--- config.mk ---
export PLATFORM = sky130hd
export DESIGN_NAME = ttuv_ctrl
export DESIGN_NICKNAME = d
export VERILOG_FILES = /design/src/rtl/core/ttuv_pkg.sv /design/src/rtl/core/ttuv_ctrl.sv
export SDC_FILE = /design/constraint.sdc
export NUM_CORES = 1
export LEC_CHECK = 0
export ABC_AREA = 1
export BUFFER_PORTS_ARGS = -buffer_cell sky130_fd_sc_hd__buf_2
export CORE_MARGIN = 2
export CORE_UTILIZATION = 54
export CTS_CLUSTER_SIZE = 10
export DETAILED_ROUTE_END_ITERATION = 16
export PLACE_DENSITY = 0.87
export SLEW_MARGIN = 30
export SYNTH_ARGS = -nofsm -noshare
export SYNTH_HDL_FRONTEND = slang
export SYNTH_SLANG_ARGS = --single-unit
--- constraint.sdc ---
create_clock -name clk -period 1.8 [get_ports clk]
set_input_delay 0.27 -clock clk [delete_from_list [all_inputs] [get_ports clk]]
set_output_delay 0.27 -clock clk [all_outputs]
set_load 0.02 [all_outputs]
--- src/rtl/core/ttuv_pkg.sv ---
package ttuv_pkg;

  typedef enum logic [3:0] {
    ST_IDLE,
    ST_MUL,
    ST_SUB,
    ST_PREP,
    ST_NORM,
    ST_SQ,
    ST_SQRT,
    ST_DIV,
    ST_DIVW,
    ST_OUT
  } state_t;

  localparam int unsigned POS_W     = 32;
  localparam int unsigned TEX_W     = 20;
  localparam int unsigned TAN_W     = 16;
  localparam int unsigned EDGE_W    = POS_W + 1;
  localparam int unsigned DTEX_W    = TEX_W + 1;
  localparam int unsigned PROD_W    = EDGE_W + DTEX_W;
  localparam int unsigned RAW_W     = PROD_W + 1;
  localparam int unsigned DET_W     = 2 * DTEX_W + 1;
  localparam int unsigned NRM_W     = 30;
  localparam int unsigned SQ_W      = 2 * NRM_W;
  localparam int unsigned SUM_W     = SQ_W + 2;
  localparam int unsigned ROOT_W    = 63;
  localparam int unsigned RDIV_W    = 31;
  localparam int unsigned SQRT_STEPS = 32;
  localparam int unsigned DIV_STEPS  = 16;
  localparam int unsigned CNT_W     = 6;

  localparam logic [1:0] PHASE_LAST = 2'd2;
  localparam logic [1:0] LAST_BEAT  = 2'd2;
  localparam logic [1:0] SLOT_DET   = 2'd3;
  localparam logic [1:0] SLOT_Z     = 2'd2;

  typedef struct packed {
    logic       hold_wr;
    logic       hold_sel;
    logic       capture;
    logic       mul;
    logic       sub;
    logic [1:0] idx;
    logic       prep;
    logic       norm;
    logic       sq;
    logic       sqrt_init;
    logic       sqrt_step;
    logic       div_init;
    logic       div_step;
    logic       div_store;
  } cmd_t;

  typedef struct packed {
    logic degen;
    logic norm_ok;
  } sts_t;

endpackage

--- src/rtl/core/ttuv_ctrl.sv ---
module ttuv_ctrl (
  input  logic          clk,
  input  logic          rst_n,
  input  logic          in_valid,
  output logic          in_ready,
  output logic          out_valid,
  input  logic          out_ready,
  output logic          last_of_triangle,
  output ttuv_pkg::cmd_t cmd,
  input  ttuv_pkg::sts_t sts
);
  import ttuv_pkg::*;

  state_t             state_r, state_nxt;
  logic [1:0]         phase_r, phase_nxt;
  logic [1:0]         idx_r, idx_nxt;
  logic [1:0]         beat_r, beat_nxt;
  logic [CNT_W-1:0]   cnt_r, cnt_nxt;
  logic               accept;

  always_ff @(posedge clk) begin
    if (!rst_n) begin
      state_r <= ST_IDLE;
      phase_r <= '0;
      idx_r   <= '0;
      beat_r  <= '0;
      cnt_r   <= '0;
    end else begin
      state_r <= state_nxt;
      phase_r <= phase_nxt;
      idx_r   <= idx_nxt;
      beat_r  <= beat_nxt;
      cnt_r   <= cnt_nxt;
    end
  end

  always_comb begin
    state_nxt = state_r;
    phase_nxt = phase_r;
    idx_nxt   = idx_r;
    beat_nxt  = beat_r;
    cnt_nxt   = cnt_r;
    cmd       = '0;
    cmd.idx   = idx_r;
    out_valid = 1'b0;
    in_ready  = (state_r == ST_IDLE) || ((state_r == ST_OUT) && !phase_r[1]);
    accept    = in_valid && in_ready;

    if (accept) begin
      if (!phase_r[1]) begin
        cmd.hold_wr  = 1'b1;
        cmd.hold_sel = phase_r[0];
        phase_nxt    = phase_r + 2'd1;
      end else begin
        cmd.capture = 1'b1;
        phase_nxt   = '0;
        idx_nxt     = '0;
        state_nxt   = ST_MUL;
      end
    end

    case (state_r)
      ST_IDLE: begin
      end
      ST_MUL: begin
        cmd.mul   = 1'b1;
        state_nxt = ST_SUB;
      end
      ST_SUB: begin
        cmd.sub = 1'b1;
        if (idx_r == SLOT_DET) begin
          state_nxt = ST_PREP;
        end else begin
          idx_nxt   = idx_r + 2'd1;
          state_nxt = ST_MUL;
        end
      end
      ST_PREP: begin
        cmd.prep  = 1'b1;
        state_nxt = ST_NORM;
      end
      ST_NORM: begin
        if (sts.degen) begin
          beat_nxt  = '0;
          state_nxt = ST_OUT;
        end else if (sts.norm_ok) begin
          cnt_nxt   = '0;
          state_nxt = ST_SQ;
        end else begin
          cmd.norm = 1'b1;
        end
      end
      ST_SQ: begin
        cmd.sq  = 1'b1;
        cmd.idx = cnt_r[1:0];
        if (cnt_r[1:0] == SLOT_DET) begin
          cnt_nxt   = '0;
          state_nxt = ST_SQRT;
        end else begin
          cnt_nxt = cnt_r + CNT_W'(1);
        end
      end
      ST_SQRT: begin
        if (cnt_r == '0) begin
          cmd.sqrt_init = 1'b1;
        end else begin
          cmd.sqrt_step = 1'b1;
        end
        if (cnt_r == CNT_W'(SQRT_STEPS)) begin
          cnt_nxt   = '0;
          idx_nxt   = '0;
          state_nxt = ST_DIV;
        end else begin
          cnt_nxt = cnt_r + CNT_W'(1);
        end
      end
      ST_DIV: begin
        if (cnt_r == '0) begin
          cmd.div_init = 1'b1;
        end else begin
          cmd.div_step = 1'b1;
        end
        if (cnt_r == CNT_W'(DIV_STEPS)) begin
          state_nxt = ST_DIVW;
        end else begin
          cnt_nxt = cnt_r + CNT_W'(1);
        end
      end
      ST_DIVW: begin
        cmd.div_store = 1'b1;
        cnt_nxt       = '0;
        if (idx_r == SLOT_Z) begin
          beat_nxt  = '0;
          state_nxt = ST_OUT;
        end else begin
          idx_nxt   = idx_r + 2'd1;
          state_nxt = ST_DIV;
        end
      end
      ST_OUT: begin
        out_valid = 1'b1;
        if (out_ready) begin
          if (beat_r == LAST_BEAT) begin
            state_nxt = ST_IDLE;
          end else begin
            beat_nxt = beat_r + 2'd1;
          end
        end
      end
      default: begin
        state_nxt = ST_IDLE;
      end
    endcase
  end

  assign last_of_triangle = (beat_r == LAST_BEAT);

  a_no_third_while_out: assert property (@(posedge clk) disable iff (!rst_n)
    (out_valid && in_ready) |-> (phase_r != PHASE_LAST))
    else $error("third vertex accepted while results are pending");

  a_third_starts_work: assert property (@(posedge clk) disable iff (!rst_n)
    (in_valid && in_ready && phase_r == PHASE_LAST) |=> (state_r == ST_MUL))
    else $error("third vertex did not start the computation");

  a_three_beats: assert property (@(posedge clk) disable iff (!rst_n)
    (out_valid && out_ready && last_of_triangle) |=> !out_valid)
    else $error("result beat after the last of a triangle");

endmodule

Word-level counts from Yosys, hierarchy flattened. Cells that the tools add are included.

Add/sub/neg operators: 4. Reduce and logical (&&, ||, !) cells: 10. Eq/ne operators: 22. Mux-type cells: 47.

Operators with widths (count): $mux 4 (10); $pmux 4 s10 (1); $mux 2 (15); $mux 6 (5); $pmux 6 s5 (1); $eq 4x3->1 const B (4); $ne 2x2->1 const B (7); $mux 1 (12); $pmux 2 s3 (2); $eq 2x2->1 const B (4); $eq 4x2->1 const B (2); $eq 4x4->1 const B (2); $add 2x1->2 const B (3); $add 6x1->6 const B (1); $eq 6x5->1 const B (1); $eq 6x6->1 const B (1); $logic_not 6->1 (1); $reduce_and 5->1 (1); $reduce_bool 5->1 (1); $eq 4x1->1 const B (1); $logic_not 4->1 (1); $reduce_and 4->1 (1); $mux 3 (1); $reduce_bool 3->1 (1); 3 further kinds (4).

Bits in registers: 16. Input port bits: 6. Logic and storage cells: 88.

Depth between registers and ports, before layout.
Word-level depth: 8. Mapped depth: 10. Depth with buffers taken out: 10.

Worst setup path before layout. No wires, ideal clock.

Path type: flip-flop to output port. Start point: reg state_r[0]. End point: out cmd[13] (netlist bit). Path buffers: 0. Setup slack: 50 ps. Data arrival time: 1480 ps. Stages on the path, launching flop included: 9. Required time: 1530 ps. Path through: dfxtp_1 > inv_2 > nor2_1 > nand2_2 > o21ai_2 > nand2_1 > inv_2 > nand2_2 > nor2_1.

RTL lines: start: declaration (line ttuv_ctrl.sv:14) `state_t state_r, state_nxt;`; start signal: assignment (line ttuv_ctrl.sv:29) `state_r <= state_nxt;`; end: declaration (line ttuv_ctrl.sv:9) `output ttuv_pkg::cmd_t cmd,`.

==> results_dict.tcl <==
set metrics [dict create \
    synth_area_mm2 0.00122 \
    skew_ns 0.00523 \
    multiInputGateArea_um2 820 \
    drv_slew 0 \
    ys_seq_elements 16 \
    yosysSeqAreaShare 0.263 \
    vias_per_cell 5.28 \
    die_x_um 51.5 \
    firstDrtPassIters 4 \
    antenna_cells 0 \
    clk-insertion-delay-late_ns 0.30 \
    violations "negative setup slack" \
    slowest_delay_ns 0.41 \
    core_mm2 0.00217 \
    worst-setup-path-type "reg2out" \
    grt_usage 0.235 \
    grt_max_degree 10 \
    cp_slowest_cell "dfxtp_4" \
    fin_ws_ns -0.0483 \
    portBuffers 23 \
    ir_worst_vdd_mv 0.511 \
    hpwlAfterDp_um 2150 \
    path_delay_family "simple AND/OR/NAND/NOR gates" \
    initial_core_util 0.562 \
    chipHeight_um 51.5 \
    rows 17 \
    drc 0 \
    antenna_found_initial 0 \
    postRouteWirelength_um 3100 \
    syn_inst 198 \
    grt_pass1_vias 1113 \
    cp_data_arrival_time_ns 1.58 \
    dr.first_iter.drc_count 42 \
    vias 1358 \
    root_buffer "clkbuf_4" \
    numCtsBuffers 3 \
    maxCapViolCount 0 \
    critPathCaptureType "output port" \
    p_leak_nw 0.809 \
    hold_slack_ns 0.275 \
    pin_count 24 \
    hold_class "in2reg" \
    power.density_mw_per_mm2 565 \
    dp_slack_ns 0.169 \
    ys.warnings.count 0 \
    final-hold-violation-count 0 \
    slew-limit-headroom 0.822 \
    final_cell_mix "nand2_1, inv_1, buf_2" \
    cp_cell_sequence "inv_4 -> nor2_4 -> nand2_4 -> o21ai_4 -> nand2_2 -> inv_2 -> nand2_4 -> nor2_4 -> buf_6" \
    grt_overflow_total 0 \
    syn_avg_cell_area_um2 6.15 \
    setup_violations 2 \
    gp_congestion 0.904 \
    final_common_cell "nand2_1" \
    worstPathMaxFanout 5 \
    post_drt_wl_per_cell_um 12.1 \
    max_slew.worst_pin.slew_ns 0.266 \
    drtAntennaViolNets 0 \
    grt_pass1_wl_um 4740 \
    tns_ns -0.0539 \
    synth_nets 210 \
    cp-start-kind "register" \
    rsz0062_at_grt "true" \
    n_fill_cell 203 \
    crit_buf_inv 3 \
    clk_path_buf_depth 2 \
    syn_to_final_growth_pct 25.3 \
    nNetsFinal 242 \
    cts.sinks 16 \
    dieArea_mm2 0.00265 \
    fmax_mhz 541 \
    synth_cell_types 23 \
    power_mw 0.862 \
    outcome "finished with violations" \
    finalCritPeriodShare 1.03 \
    layout_min_cycle_time_ns 1.85 \
    cp.required_ns 1.53 \
    path_clk_slew_ns 0.10 \
    drive_above_1_share 0.288 \
    h-tree-depth 1 \
    regArea_um2 334 \
    cts_tree "built" \
]
[through the flow]
stage	cells	utilization	area, µm²
final	257	0.704	1530
after global routing	257	0.704	1530
after CTS	253	0.662	1440
after detailed placement	249	0.632	1370
after global placement	249	0.632	1370
after floorplan	198	-	1220
[synth_stat cells, drive strengths merged]
library cell	count	area share
dfxtp	16	0.26
nor3	3	0.012
o2111ai	1	0.0072
nand4	5	0.031
xor2	1	0.0072
a21oi	13	0.053
buf	1	0.0041
o21bai	1	0.0062
o21ai	15	0.065
inv	35	0.11
nand3	19	0.086
ha	6	0.062
nor4	1	0.0051
nand2	53	0.17
nor2	28	0.12
[registers in the layout, summed over array words and instances, names as in the netlist]
| register | flops |
|---|---|
| phase_r | 2 |
| idx_r | 2 |
| cnt_r | 6 |
| state_r | 4 |
| beat_r | 2 |
[final timing paths]
check	from	end	slack, ns	depth (start not counted)
setup / recovery	state_r[0]	cmd[13]	-0.05	9
setup reg to reg	state_r[3]	cnt_r[1]	0.31	8
hold / removal	rst_n	phase_r[1]	0.28	3
hold reg to reg	phase_r[0]	phase_r[1]	0.46	2
[final cells by class]
class / instances / share of cell area
multi-input cells: 146 / 0.537
repair buffers: 28 / 0.110
well taps: 28 / 0.0230
clock buffers: 4 / 0.0238
flip-flops and latches: 16 / 0.219
inverters: 35 / 0.0877
[what timing repair did]
action / CTS / global route
endpoints found under the setup margin: 3 / 12
setup buffers: 0 / 4
pin swaps: 0 / 9
hold endpoints to repair: 0 / 0
hold buffers: 0 / 0
gates resized for setup: 10 / 21
[per-layer routing]
metal | track usage | share of wire | wire [µm] | up-vias
met3 | 0.0345 | 0.063 | 195 | 5
met1 | 0.319 | 0.45 | 1400 | 608
met5 | 0 | 0 | 0 | -
met4 | 0.0658 | 0.011 | 34 | 0
li1 | - | - | - | 696
met2 | 0.389 | 0.47 | 1470 | 49
[worst min-delay path: cells and delay by family]
kind,cells,cell delay (ns)
buffers and inverters,1,0.16
and+or+nand+nor,1,0.08
AOI/OAI and AO/OA,1,0.03
[kinds of logic after synthesis]
| family | after synthesis | synth area share |
|---|---|---|
| AO/OA/AOI/OAI | 30 | 0.131 |
| buffers and inverters | 36 | 0.112 |
| adder cells (fa/ha/maj) | 6 | 0.0616 |
| XOR/XNOR | 1 | 0.00719 |
| flip-flops | 16 | 0.263 |
| AND/OR/NAND/NOR | 109 | 0.425 |
[where the power goes]
group	leakage, nW	switching (mW)	internal [mW]
clock network	0.0210	0.125	0.123
registers	0.133	0.0208	0.369
logic	0.655	0.140	0.0839
total	0.809	0.286	0.576
(Power assumes the default switching activity.)
